**src/rtl/tdh_pkg.sv**
```systemverilog
// Shared types and constants for the two-dimensional nearest-centre histogram.
// No dependencies; every other file in rtl/ uses this package.
`default_nettype none

package tdh_pkg;

	// field widths
	localparam int VALUE_W = 16;
	localparam int COUNT_W = 32;
	localparam int IDX_W   = 4;
	localparam int USED_W  = 5;

	// bins per dimension (one centre cell per bin)
	localparam int BINS_FIRST  = 16;
	localparam int BINS_SECOND = 16;

	// count store, entry (a, b) at b * BINS_FIRST + a
	localparam int STORE_DEPTH = BINS_FIRST * BINS_SECOND;
	localparam int ADDR_W      = 2 * IDX_W;

	localparam logic [COUNT_W-1:0] COUNT_MAX = '1;

	// operation codes of the sample word
	typedef enum logic [1:0] {
		OP_LOAD_FIRST  = 2'd0,
		OP_LOAD_SECOND = 2'd1,
		OP_ADD         = 2'd2,
		OP_READ        = 2'd3
	} op_t;

	// configuration register indexes
	localparam logic [0:0] REG_BINS_FIRST  = 1'b0;
	localparam logic [0:0] REG_BINS_SECOND = 1'b1;

	// search token handed from cell to cell
	typedef struct packed {
		logic                      valid;
		logic                      done;
		logic signed [VALUE_W:0]   v2;
		logic        [IDX_W-1:0]   bin;
	} tok_t;

endpackage

`default_nettype wire

```
**src/rtl/tdh_cell.sv**
```systemverilog
// One centre cell: holds centre j and tests the passing search token against
// the midpoint of centres j and j+1. Depends on tdh_pkg.
`default_nettype none

module tdh_cell #(
	parameter int IDX = 0
) (
	input  wire                                 clk,
	input  wire                                 arst_n,
	input  wire                                 ld_en,
	input  wire signed [tdh_pkg::VALUE_W-1:0]   ld_value,
	input  wire signed [tdh_pkg::VALUE_W-1:0]   c_next,
	input  wire        [tdh_pkg::USED_W-1:0]    used,
	input  tdh_pkg::tok_t                       tok_in,
	output logic signed [tdh_pkg::VALUE_W-1:0]  c_own,
	output tdh_pkg::tok_t                       tok_q
);
	import tdh_pkg::*;

	logic signed [VALUE_W:0] mid_sum;
	logic                    has_next;
	logic                    take;
	tok_t                    tok_d;

	// centre storage, undefined until loaded
	always_ff @(posedge clk) begin
		if (ld_en) begin
			c_own <= ld_value;
		end
	end

	// midpoint test, exact: 2v < c[j] + c[j+1]; beyond the bins in use, stop here
	always_comb begin
		mid_sum  = (VALUE_W+1)'(c_own) + (VALUE_W+1)'(c_next);
		has_next = USED_W'(IDX + 1) < used;
		take     = tok_in.valid && !tok_in.done && (!has_next || (tok_in.v2 < mid_sum));
		tok_d       = tok_in;
		tok_d.done  = tok_in.done | take;
		tok_d.bin   = take ? IDX_W'(IDX) : tok_in.bin;
	end

	// hand the token to the next cell
	always_ff @(posedge clk or negedge arst_n) begin
		if (!arst_n) begin
			tok_q <= '0;
		end else begin
			tok_q <= tok_d;
		end
	end

endmodule

`default_nettype wire

```
**src/rtl/tdh_chain.sv**
```systemverilog
// Row of centre cells for one dimension; a token walks one cell per cycle.
// Depends on tdh_pkg and tdh_cell.
`default_nettype none

module tdh_chain #(
	parameter int N = 16
) (
	input  wire                                clk,
	input  wire                                arst_n,
	input  wire                                ld_en,
	input  wire        [tdh_pkg::IDX_W-1:0]    ld_idx,
	input  wire signed [tdh_pkg::VALUE_W-1:0]  ld_value,
	input  wire        [tdh_pkg::USED_W-1:0]   used,
	input  tdh_pkg::tok_t                      tok_start,
	output tdh_pkg::tok_t                      res
);
	import tdh_pkg::*;

	tok_t                     tok [N+1];
	logic signed [VALUE_W-1:0] ctr [N];

	assign tok[0] = tok_start;
	assign res    = tok[N];

	for (genvar j = 0; j < N; j++) begin : g_cell
		logic signed [VALUE_W-1:0] nxt;

		// last cell sees its own centre; it never tests a midpoint
		if (j == N - 1) begin : g_last
			assign nxt = ctr[j];
		end else begin : g_mid
			assign nxt = ctr[j+1];
		end

		tdh_cell #(.IDX(j)) u_cell (
			.clk      (clk),
			.arst_n   (arst_n),
			.ld_en    (ld_en && (ld_idx == IDX_W'(j))),
			.ld_value (ld_value),
			.c_next   (nxt),
			.used     (used),
			.tok_in   (tok[j]),
			.c_own    (ctr[j]),
			.tok_q    (tok[j+1])
		);
	end

endmodule

`default_nettype wire

```
**config.mk**
```make
export PLATFORM = sky130hd
export DESIGN_NAME = tdh_chain
export DESIGN_NICKNAME = d
export VERILOG_FILES = /design/src/rtl/tdh_pkg.sv /design/src/rtl/tdh_cell.sv /design/src/rtl/tdh_chain.sv
export SDC_FILE = /design/constraint.sdc
export NUM_CORES = 1
export LEC_CHECK = 0
export BUFFER_PORTS_ARGS = -buffer_cell sky130_fd_sc_hd__buf_2
export CAP_MARGIN = 20
export CORE_MARGIN = 10
export CORE_UTILIZATION = 49
export CTS_CLUSTER_DIAMETER = 80
export DETAILED_ROUTE_END_ITERATION = 16
export PLACE_DENSITY = 0.66
export SLEW_MARGIN = 10
export SYNTH_ARGS = -nofsm -noshare
export SYNTH_HDL_FRONTEND = slang
export SYNTH_HIERARCHICAL = 1
export SYNTH_SLANG_ARGS = --single-unit
```
**constraint.sdc**
```tcl
create_clock -name clk -period 5.7 [get_ports clk]
set_input_delay 0.855 -clock clk [delete_from_list [all_inputs] [get_ports clk]]
set_output_delay 0.855 -clock clk [all_outputs]
set_load 0.05 [all_outputs]
```
* After elaboration in Yosys (flattened, before gate mapping)
Index checks and enable logic that the tools add are counted. W data, S select, Z words.
Word-level totals: flip-flop bits (word level) 624, output and inout port bits 23, logic and storage cells 272
Cells by class: add/sub/neg operators 16, $lt $le $gt $ge 32, eq/ne operators 15, muxes and demuxes 16, bitwise operators 16, reduce and logical (&&, ||, !) cells 97
Operator list (count):
- $add A16 B16 Y17 | 16
- $lt A17 B17 Y1 | 16
- $mux W4 | 16
- $logic_and A1 B1 Y1 | 48
- $lt A4 B5 Y1 const A | 8
- $eq A4 B4 Y1 const B | 8
- $logic_not A1 Y1 | 32
- $lt A3 B5 Y1 const A | 4
- $eq A4 B3 Y1 const B | 4
- $logic_or A1 B1 Y1 | 16
- $or A1 B1 Y1 | 16
- $lt A2 B5 Y1 const A | 2
- $eq A4 B2 Y1 const B | 2
- $lt A1 B5 Y1 const A | 1
- $lt A5 B5 Y1 const A | 1
- $eq A4 B1 Y1 const B | 1
- $logic_not A4 Y1 | 1

* Depth between registers and ports, before layout
Gate-level depths: netlist (run 1).
word-level depth 5, mapped depth 16, mapped depth without buffers 16

* Cells and area by module
Netlist (run 1), hierarchy kept.
By module, submodules not included:
- tdh_cell at g_cell[12].u_cell | instances 1, cells an instance 201, area an instance 2269.7 µm², sequential area each 1056.0 µm²
- tdh_cell at g_cell[5].u_cell | instances 1, cells an instance 196, area an instance 2268.4 µm², sequential area each 1056.0 µm²
- tdh_cell at g_cell[4].u_cell | instances 1, cells an instance 197, area an instance 2267.2 µm², sequential area each 1056.0 µm²
- tdh_cell at g_cell[11].u_cell | instances 1, cells an instance 205, area an instance 2252.2 µm², sequential area each 1056.0 µm²
- tdh_cell at g_cell[9].u_cell | instances 1, cells an instance 201, area an instance 2252.2 µm², sequential area each 1056.0 µm²
- tdh_cell at g_cell[8].u_cell | instances 1, cells an instance 190, area an instance 2244.7 µm², sequential area each 1056.0 µm²
- tdh_cell at g_cell[15].u_cell | instances 1, cells an instance 192, area an instance 2239.6 µm², sequential area each 1056.0 µm²
- tdh_cell at g_cell[2].u_cell | instances 1, cells an instance 197, area an instance 2225.9 µm², sequential area each 1056.0 µm²
- tdh_cell at g_cell[3].u_cell | instances 1, cells an instance 194, area an instance 2225.9 µm², sequential area each 1056.0 µm²
- tdh_cell at g_cell[14].u_cell | instances 1, cells an instance 189, area an instance 2219.6 µm², sequential area each 1056.0 µm²
- tdh_cell at g_cell[1].u_cell | instances 1, cells an instance 194, area an instance 2219.6 µm², sequential area each 1056.0 µm²
- tdh_cell at g_cell[6].u_cell | instances 1, cells an instance 192, area an instance 2219.6 µm², sequential area each 1056.0 µm²
- tdh_cell at g_cell[13].u_cell | instances 1, cells an instance 188, area an instance 2198.4 µm², sequential area each 1056.0 µm²
- tdh_cell at g_cell[10].u_cell | instances 1, cells an instance 188, area an instance 2194.6 µm², sequential area each 1056.0 µm²
- +3 rows

* Least setup slack after synthesis (run 1)
No wires, ideal clock.
path kind reg-to-reg, start point reg g_cell[3].u_cell/c_own[1] in the netlist's numbering, end point reg g_cell[2].u_cell/tok_q[1] in the netlist's numbering, setup time 126 ps, arrival time 3510 ps, data required time 5574 ps, slack 2064 ps, stages on the path, launching flop included 14, cell sequence edfxtp_1 > ha_1 > a211oi_1 > o21bai_1 > a2111o_1 > a21oi_1 > o21ai_0 > xnor2_1 > ha_1 > nand4_1 > or4_1 > a221oi_2 > o32ai_2 > a311o_1
RTL lines:
- from (decl) | RTL line tdh_cell.sv:15 | output logic signed [tdh_pkg::VALUE_W-1:0] c_own,
- from (signal assigned) | RTL line tdh_cell.sv:28 | c_own <= ld_value;
- to (signal assigned) | RTL line tdh_cell.sv:47 | tok_q <= tok_d;
- to (decl) | RTL line tdh_cell.sv:16 | output tdh_pkg::tok_t tok_q

==> results of run 1 <==
-- power by group through the flow --
stage	combinational, mW	sequential (mW)	clock (mW)
finish	1.38	5.06	4.58
global route	1.54	5.08	4.87
CTS	1.39	5.06	4.68
detailed placement	1.38	5.14	0
global placement	1.32	5.14	0
floorplan	0.870	5.15	0
-- logic make-up after synthesis --
group,count (synthesis)
xor+xnor,185
flops,624
mux,8
fa+ha+maj,528
compound gates,850
simple gates,784
buf+inv,139
-- per-stage QoR --
stage                     setup WS (ns)  utilization, %
after floorplan                    2.06               -
after global placement            0.475            51.6
after detailed placement          0.340            51.6
after CTS                         0.327            54.8
after global routing              0.105            54.8
final                             0.252            54.8
-- synthesized netlist by cell type, types with 9 or more instances --
library cell  number
ha_1             512
dfrtp_1          368
edfxtp_1         256
a21oi_1          243
nor2_1           199
nand2_1          165
o21ai_0          141
inv_1            135
xor2_1           113
nand3_1           80
xnor2_1           72
a21o_1            64
nor2b_1           62
nand2b_1          60
a211oi_1          47
o21ai_1           42
nand4_1           37
o21bai_1          37
nor3_1            36
o21a_1            36
a31oi_1           24
o211ai_1          22
and2_1            17
fa_1              16
or3_1             15
or2_1             14
and3_1            13
or2_2             13
a21boi_0          12
a21oi_2           11
a41oi_1           10
o311a_1           10
o31ai_1           10
a22o_1             9
nor4_1             9
o211a_1            9
o41ai_2            9
-- worst max path at each step --
stage,from,to,depth (start not counted)
after floorplan,g_cell[3].u_cell/c_own[1],g_cell[2].u_cell/tok_q[1],13
after global placement,g_cell[8].u_cell/c_own[1],g_cell[7].u_cell/tok_q[2],14
after detailed placement,g_cell[8].u_cell/c_own[1],g_cell[7].u_cell/tok_q[2],14
after CTS,g_cell[8].u_cell/c_own[1],g_cell[7].u_cell/tok_q[2],14
after global routing,g_cell[7].u_cell/c_own[2],g_cell[7].u_cell/tok_q[2],14
final,g_cell[8].u_cell/c_own[5],g_cell[7].u_cell/tok_q[3],14
-- cell usage in the layout (no fill, tap or decap), types with 11 or more instances in the layout --
cell type and n:
nand4_1 37, buf_2 73, a21oi_1 243, fa_1 16, o21bai_1 37, dfrtp_1 368
inv_1 135, nor2_1 194, a21o_1 64, edfxtp_1 256, o211ai_1 22, and2_1 17
o21a_1 36, a21oi_2 11, or2_1 14, nor3_1 33, and3_1 13, nand2_1 165
a21boi_0 12, xnor2_1 72, buf_4 11, nand3_1 80, ha_1 512, a211oi_1 47
nand2b_1 60, xor2_1 113, a31oi_1 24, or3_1 15, or2_2 13, nor2b_1 62
clkbuf_1 21, o21ai_1 42, o21ai_0 141, clkbuf_16 78
-- metal layers --
metal	vias to the layer above	wire, um	track usage, %	part of all wire, %
met1	12311	31800	20.1	36
li1	12014	-	-	-
met3	249	2650	2.82	3.0
met2	575	48400	40.4	54
met4	0	6500	14.0	7.3
met5	-	0	0	0
-- sequential cells by signal, indices dropped and copies added, names as in the netlist --
signal / cells
g_cell.u_cell/tok_q: 368
g_cell.u_cell/c_own: 256
-- area by class of cell --
| cell class | count | area (um^2) |
|---|---|---|
| flip-flops and latches | 624 | 16900 |
| clock inverters | 18 | 191 |
| clock buffers | 108 | 2150 |
| fillers | 5992 | 32800 |
| repair buffers | 87 | 503 |
| inverters | 136 | 510 |
| multi-input cells | 2355 | 18400 |
| well taps | 959 | 1200 |
-- worst max-delay path: stages, from the launching register on --
cell and delay (ns):
edfxtp_1 0.42, ha_1 0.38, o21ai_0 0.12, a21oi_1 0.25, nor4bb_1 0.53, o21ai_0 0.35, o21ai_0 0.30, xnor2_1 0.12
ha_1 0.33, nand4_1 0.33, or4_1 0.69, a211oi_1 0.97, o41ai_1 0.20, a21oi_2 0.27, o21a_1 0.15
==> results.sh, run 1 <==
export IMPL_setup_violations=0
export IMPL_swShare_pct=25.5
export IMPL_dr_total_vias=25149
export IMPL_coreArea_um2=72700
export IMPL_synthSimpleGateAreaFrac_pct=11.5
export IMPL_num_rows=99
export IMPL_fin_tns_setup_ns=0
export IMPL_synthMuxAreaShare_pct=0.224
export IMPL_postCtsHoldBufs=0
export IMPL_clock_skew_ns=0.0239
export IMPL_worstPathArrival_ns=5.99
export IMPL_crit_type="reg2reg"
export IMPL_power_mw=11.0
export IMPL_ant_nets=0
export IMPL_power_density_nw_per_um2=276
export IMPL_dp_cells=4160
export IMPL_r2r_setup_slack_ns=0.25
export IMPL_place_gp_congestion=0.965
export IMPL_maxSlewViolCount=0
export IMPL_synth_top_area_share_pct=25.7
export IMPL_syn_area_per_cell_um2=11.5
export IMPL_fin_crit_sh_pct=95.6
export IMPL_synth_seq_cells=624
export IMPL_cts_buffer_depth=3
export IMPL_drive_gt1_share_pct=9.65
export IMPL_grt_max_degree=120
export IMPL_timing_fmax_mhz=184
export IMPL_p_leak_nw=17.0
export IMPL_viasPerCell=5.87
export IMPL_cts_resized_gates=0
export IMPL_rr_worst_depth=14
export IMPL_cts_root_buf="clkbuf_16"
export IMPL_die_x_um=290
export IMPL_crit_required_ns=6.24
export IMPL_start_kind="flop"
export IMPL_synthCells=3118
export IMPL_grt_pass1_wl_um=140000
export IMPL_insertion_delay_ns=0.61
export IMPL_place_area_um2=37500
export IMPL_routed_wl_um=89300
export IMPL_cts_tree="done"
export IMPL_detailed_place_hpwl_um=71300
export IMPL_dieArea_um2=84200
export IMPL_pin_count=74
export IMPL_synthArstFlopShare_pct=59.0
export IMPL_power_internal_mw=8.21
export IMPL_worst_pin_slew_ns=1.19
export IMPL_synth_top_family_by_area="adder cells"
export IMPL_synthTopCellsByArea="dfrtp_1 26%, edfxtp_1 21%, ha_1 18%, a21oi_1 3.4%, xor2_1 2.8%"
export IMPL_hold_ws_ns=0.273
export IMPL_critical_path_max_fanout=5
export IMPL_switchingPower_mw=2.81
export IMPL_syn_num_nets=3697
export IMPL_die_h_um=290
export IMPL_clkPwrFrac_pct=41.6
export IMPL_clk_pin_slew_worst_paths_ns=0.06
export IMPL_drtIter0Drc=1257
export IMPL_syn_area_um2=35800
export IMPL_grt_pass1_vias=27014
export IMPL_outcome="completed"
export IMPL_syn_to_final_growth_pct=11.4
export IMPL_relSlewSlack_pct=20.0
export IMPL_antenna_found_initial=0
export IMPL_final_nets=3854
export IMPL_yosysTopAreaCell="dfrtp_1"
export IMPL_final_cell_area_um2=39900
export IMPL_synth_seq_area_share_pct=47.2
export IMPL_p_seq_share_pct=45.9
export IMPL_synth_compound_area_share_pct=16.2
export IMPL_ir_drop_v=0.000260
export IMPL_diodes=0
export IMPL_hp_class="in2async"
export IMPL_hold_violations=0
export IMPL_drc=0
export IMPL_pwr_share_comb_pct=12.5
export IMPL_final_cells=4287
export IMPL_drv_cap=0
export IMPL_cts_sinks=624
export IMPL_initial_utilization_pct=49.2
export IMPL_synthAdderAreaFrac_pct=18.8
export IMPL_grt_usage_pct=20.8
export IMPL_wire_per_inst_um=20.8
export IMPL_ys_warn_count=6
export IMPL_cts_setup_buffers=0
export IMPL_numCtsBuffers=71
export IMPL_synth_top_flop_cell="dfrtp_1"
export IMPL_overflow=0
export IMPL_finalCriticalPeriod_ns=5.45
export IMPL_synth_distinct_cells=110
export IMPL_drtPass1Iterations=5
export IMPL_r2r_start="g_cell[8].u_cell/c_own[5]"
export IMPL_io_buffers=73
export IMPL_rsz0062_at_grt="no"
export IMPL_synth_edf_count=256
export IMPL_cts_max_level=3
export IMPL_worstSetupEndpointType="flop"
export IMPL_synth_xor_area_share_pct=4.53
export IMPL_r2r_end="g_cell[7].u_cell/tok_q[3]"
Note: power is estimated with default switching activity, not from simulation.
==> inputs of run 2 (changes only) <==
Settings changed: CORE_ASPECT_RATIO set to 0.9.
==> run 2 against run 1 <==
Clock skew fell by 0.0052 ns. Combinational power barely moved. Cell count did not move. Non-clock buffer count rose by 5. Critical path type unchanged. Largest cell class unchanged. Largest power group unchanged.
==> results.sh, run 2 (synthesis results as in run 1) <==
export IMPL_outcome="completed"
export IMPL_initial_utilization_pct=49.7
export IMPL_cts_max_level=3
export IMPL_cts_sinks=624
export IMPL_coreArea_um2=72000
export IMPL_routed_wl_um=93800
export IMPL_drtIter0Drc=1822
export IMPL_finalCriticalPeriod_ns=4.53
export IMPL_die_h_um=276
export IMPL_grt_pass1_wl_um=146000
export IMPL_antenna_found_initial=5
export IMPL_setup_violations=0
export IMPL_numCtsBuffers=70
export IMPL_relSlewSlack_pct=35.2
export IMPL_wire_per_inst_um=21.9
export IMPL_dr_total_vias=25254
export IMPL_ant_nets=0
export IMPL_final_nets=3858
export IMPL_dp_cells=4156
export IMPL_cts_tree="done"
export IMPL_worst_pin_slew_ns=0.959
export IMPL_most_common_layout_cells="512 x ha_1, 368 x dfrtp_1, 256 x edfxtp_1, 243 x a21oi_1, 197 x nor2_1"
export IMPL_final_core_util_pct=55.4
export IMPL_cpPeakStageDelay_ns=0.56
export IMPL_path_cells="ha_1 > inv_1 > fa_1 > nor2b_1 > o21a_1 > o21ai_0 > a211oi_1 > nor2_1 > xor2_1 > ha_1 > nand3_1 > nor3_1 > nand4_1 > o2111a_1 > a211o_1 > a21boi_0"
export IMPL_detailed_place_hpwl_um=72000
export IMPL_cts_buffer_depth=3
export IMPL_postCtsHoldBufs=0
export IMPL_io_buffers=73
export IMPL_p_leak_nw=17.1
export IMPL_die_x_um=305
export IMPL_place_gp_congestion=0.892
export IMPL_fin_crit_sh_pct=79.4
export IMPL_grt_max_degree=135
export IMPL_drtPass1Iterations=6
export IMPL_grt_usage_pct=21.8
export IMPL_overflow=0
export IMPL_largest_register="g_cell.u_cell/tok_q"
export IMPL_path_delay_family="compound AO/OA/AOI/OAI gates"
export IMPL_rsz0062_at_grt="no"
export IMPL_final_common_cell="ha_1"
export IMPL_worstSetupEndpointType="flop"
export IMPL_cts_setup_buffers=0
export IMPL_ir_drop_v=0.000216
export IMPL_hold_violations=0
export IMPL_drc=0
export IMPL_power_density_nw_per_um2=279
export IMPL_top_regs="g_cell.u_cell/tok_q (368), g_cell.u_cell/c_own (256)"
export IMPL_worstPathArrival_ns=5.02
export IMPL_r2r_setup_slack_ns=1.17
export IMPL_hp_class="in2async"
export IMPL_num_rows=93
export IMPL_fin_tns_setup_ns=0
export IMPL_cp_buffers_inverters=1
export IMPL_drv_cap=0
export IMPL_critical_path_max_fanout=5
export IMPL_dr_wl_met3_um=4400
export IMPL_syn_to_final_growth_pct=11.6
export IMPL_met1Wirelength_um=41300
export IMPL_clk_pin_slew_worst_paths_ns=0.06
export IMPL_pin_count=74
export IMPL_highest_layer="met4"
export IMPL_worst_path_most_repeated_cell="ha_1"
export IMPL_maxSlewViolCount=0
export IMPL_final_cells=4287
export IMPL_cts_resized_gates=0
export IMPL_crit_slowest_cell="a211oi_1"
export IMPL_cts_root_buf="clkbuf_16"
export IMPL_route_met2_wl_um=44900
export IMPL_largest_reg_flops=368
export IMPL_drive_gt1_share_pct=9.74
export IMPL_timing_fmax_mhz=221
export IMPL_start_kind="flop"
export IMPL_crit_type="reg2reg"
export IMPL_insertion_delay_ns=0.61
export IMPL_crit_required_ns=6.19
export IMPL_grt_pass1_vias=25537
export IMPL_dieArea_um2=84300
export IMPL_viasPerCell=5.89
export IMPL_power_mw=11.1
export IMPL_clock_skew_ns=0.0186
==> run 2: cell count changes in the layout (fill, tap and decap cells not counted), sizes merged <==
cell	change
clkinvlp	+3
clkbuf	-8
dlymetal6s2s	+1
inv	+1
bufinv	+2
buf	+4
clkinv	+5
diode	+1
==> run 2: per-stage QoR <==
stage               setup slack [ns]  area, um^2  hold slack [ns]
finish                          1.17       39900            0.257
global route                   0.956       39900            0.303
CTS                             1.25       39900            0.277
detailed placement              1.32       37500            0.362
global placement                1.38       37500            0.361
floorplan                       2.06       35800            0.346
==> run 2: layer usage <==
| layer | vias up | global-route usage (%) |
|---|---|---|
| li1 | 12032 | - |
| met1 | 12347 | 28.6 |
| met2 | 678 | 36.5 |
| met3 | 197 | 3.31 |
| met4 | 0 | 7.31 |
| met5 | - | 0 |
==> run 2: worst paths after layout <==
check / start / end / depth (start not counted)
hold reg to reg: g_cell[6].u_cell/tok_q[4] / g_cell[7].u_cell/tok_q[4] / 0
setup / recovery: g_cell[1].u_cell/c_own[0] / g_cell[0].u_cell/tok_q[1] / 16
min in group clk: g_cell[6].u_cell/tok_q[4] / g_cell[7].u_cell/tok_q[4] / 0
setup reg to reg: g_cell[1].u_cell/c_own[0] / g_cell[0].u_cell/tok_q[1] / 16
max in group asynchronous: arst_n / g_cell[1].u_cell/tok_q[21] / 2
hold / removal: arst_n / g_cell[14].u_cell/tok_q[17] / 1
==> run 2: where the power goes <==
part	total (mW)	leakage [nW]	switching, mW	internal, mW
clock	4.67	1.18	1.85	2.82
combinational	1.36	9.36	0.840	0.520
sequential	5.11	6.56	0.176	4.94
total	11.1	17.1	2.86	8.28
==> run 2: layout make-up <==
| class | instances | area, um^2 |
|---|---|---|
| Tap cell | 950 | 1190 |
| Sequential cell | 624 | 16900 |
| Fill cell | 6038 | 32100 |
| Clock inverter | 29 | 290 |
| Antenna cell | 1 | 2.50 |
| Timing Repair Buffer | 92 | 548 |
| Multi-Input combinational cell | 2355 | 18400 |
| Inverter | 136 | 510 |
| Clock buffer | 100 | 2110 |
==> run 2: worst register-to-register path: cells and delay by family, from the launching register on <==
family,cells,cell delay [ns]
AO/OA/AOI/OAI,6,1.92
XOR/XNOR,1,0.17
adder cells (fa/ha/maj),3,0.92
buffers and inverters,1,0.07
flip-flops,1,0.38
AND/OR/NAND/NOR,5,0.97
==> inputs of run 3 (changes only) <==
Clock period 5.7 ns to 4.3 ns, I/O delays scaled along.
==> run 3 against run 2 <==
Maximum frequency is 9.1% higher. Non-clock buffer count is 8 higher. Power is 34% higher. Critical path depth unchanged. Final area rose by 0.67%. Sequential share of layout area shrank 0.28 points. Sequential power up 32%. Cell count rose by 0.19%. Setup slack worse by 1.0 ns. Combinational power rose by 35%. First-iteration DRC count decreased by 3.6%. Critical path type unchanged. Critical endpoint is now g_cell[0].u_cell/tok_q[21]. Largest power group unchanged.
==> results.sh, run 3 (synthesis results as in run 1) <==
export IMPL_outcome="completed"
export IMPL_hp_class="in2async"
export IMPL_routed_wl_um=94300
export IMPL_diodes=0
export IMPL_cts_sinks=624
export IMPL_cts_root_buf="clkbuf_16"
export IMPL_grt_pass1_vias=25883
export IMPL_pin_count=74
export IMPL_timing_fmax_mhz=241
export IMPL_dp_cells=4161
export IMPL_detailed_place_hpwl_um=72100
export IMPL_worstSetupEndpointType="flop"
export IMPL_finalCriticalPeriod_ns=4.15
export IMPL_syn_to_final_growth_pct=12.3
export IMPL_die_h_um=276
export IMPL_dieArea_um2=84300
export IMPL_largest_reg_flops=368
export IMPL_worstPathArrival_ns=4.65
export IMPL_seq_area_um2=16900
export IMPL_n_fill_cell=6007
export IMPL_ir_drop_v=0.000270
export IMPL_overflow=0
export IMPL_grt_max_degree=105
export IMPL_crit_type="reg2reg"
export IMPL_coreArea_um2=72000
export IMPL_power_mw=15.0
export IMPL_power_density_nw_per_um2=372
export IMPL_dr_total_vias=25441
export IMPL_start_kind="flop"
export IMPL_viasPerCell=5.92
export IMPL_cts_tree="done"
export IMPL_antenna_found_initial=3
export IMPL_path_cells="ha_1 > inv_1 > fa_1 > nor2b_1 > o21a_1 > o21ai_1 > a211oi_2 > nor4_1 > a311oi_1 > ha_1 > nand4_1 > nor3_2 > nand4_1 > o2111a_1 > a211o_2 > a21o_1"
export IMPL_grt_usage_pct=22.0
export IMPL_drc=0
export IMPL_crit_slowest_cell="a211o_2"
export IMPL_final_common_cell="ha_1"
export IMPL_postCtsHoldBufs=0
export IMPL_crit_required_ns=4.80
export IMPL_cts_buffer_depth=3
export IMPL_top_regs="g_cell.u_cell/tok_q (368), g_cell.u_cell/c_own (256)"
export IMPL_fin_crit_sh_pct=96.5
export IMPL_wire_per_inst_um=22.0
export IMPL_hold_violations=0
export IMPL_ant_nets=0
export IMPL_grt_pass1_wl_um=147000
export IMPL_io_buffers=73
export IMPL_drtIter0Drc=1756
export IMPL_insertion_delay_ns=0.61
export IMPL_multi_input_area_um2=18500
export IMPL_initial_utilization_pct=49.7
export IMPL_drtPass1Iterations=5
export IMPL_rr_worst_depth=16
export IMPL_numCtsBuffers=70
export IMPL_drive_gt1_share_pct=10.5
export IMPL_most_common_layout_cells="512 x ha_1, 368 x dfrtp_1, 256 x edfxtp_1, 240 x a21oi_1, 197 x nor2_1"
export IMPL_setup_violations=0
export IMPL_cpPeakStageDelay_ns=0.43
export IMPL_final_nets=3866
export IMPL_clock_skew_ns=0.0247
export IMPL_die_x_um=305
export IMPL_place_gp_congestion=0.910
export IMPL_worst_pin_slew_ns=0.978
export IMPL_critical_path_max_fanout=5
export IMPL_clk_pin_slew_worst_paths_ns=0.06
export IMPL_drv_cap=0
export IMPL_final_cells=4295
export IMPL_maxSlewViolCount=0
export IMPL_relSlewSlack_pct=33.9
export IMPL_num_rows=93
export IMPL_p_leak_nw=17.2
export IMPL_cts_max_level=3
export IMPL_final_core_util_pct=55.8
export IMPL_largest_register="g_cell.u_cell/tok_q"
[run 3: report_power, final]
| group | switching, mW | internal, mW | total, mW |
|---|---|---|---|
| Combinational | 1.13 | 0.705 | 1.84 |
| Sequential | 0.225 | 6.55 | 6.77 |
| Clock | 2.46 | 3.90 | 6.36 |
[run 3: through the flow]
| stage | setup TNS, ns | hold slack (ns) | setup WS, ns | area [um^2] |
|---|---|---|---|---|
| final | 0 | 0.00262 | 0.152 | 40200 |
| after global routing | -0.327 | 0.0259 | -0.0851 | 40200 |
| after floorplan | 0 | 0.346 | 0.664 | 35800 |
| after CTS | 0 | 0.00523 | 0.0285 | 40100 |
| after detailed placement | -0.335 | 0.361 | -0.113 | 37600 |
| after global placement | -0.220 | 0.360 | -0.0526 | 37600 |
[run 3: path summary, 6_finish.rpt]
check,start,to,slack (ns)
min in group clk,tok_start[4],g_cell[0].u_cell/tok_q[4],0.15
hold / removal,arst_n,g_cell[13].u_cell/tok_q[20],0.003
hold reg to reg,g_cell[14].u_cell/tok_q[4],g_cell[15].u_cell/tok_q[4],0.37
max in group asynchronous,arst_n,g_cell[0].u_cell/tok_q[12],3.21
setup / recovery,g_cell[1].u_cell/c_own[0],g_cell[0].u_cell/tok_q[21],0.15
setup reg to reg,g_cell[1].u_cell/c_own[0],g_cell[0].u_cell/tok_q[21],0.15
[run 3: timing repair]
action / CTS / global route
resized for setup: 4 / 24
cloned: 0 / 0
pin swaps: 0 / 3
endpoints found under the setup margin: 9 / 28
setup buffers: 0 / 3
[run 3: critical path: cells and delay by family, from the launching register on]
kind                     cells  cell delay, ns
flip-flops                   1            0.41
AND/OR/NAND/NOR              5            0.79
adder cells (fa/ha/maj)      3            0.86
AO/OA/AOI/OAI                7            1.91
buffers and inverters        1            0.07
[run 3: cell type report]
cell class / count / share of cell area [%]
multi-input cells: 2355 / 46.1
flip-flops and latches: 624 / 42.0
clock buffers: 108 / 5.28
well taps: 950 / 2.96
repair buffers: 100 / 1.54
inverters: 136 / 1.27
clock inverters: 22 / 0.850
[run 3: per-layer routing]
| metal | part of all wire [%] | track usage (%) | vias to the layer above |
|---|---|---|---|
| li1 | - | - | 12036 |
| met3 | 5.0 | 3.19 | 211 |
| met2 | 48 | 37.1 | 736 |
| met5 | 0 | 0 | - |
| met1 | 43 | 28.2 | 12458 |
| met4 | 3.7 | 8.37 | 0 |
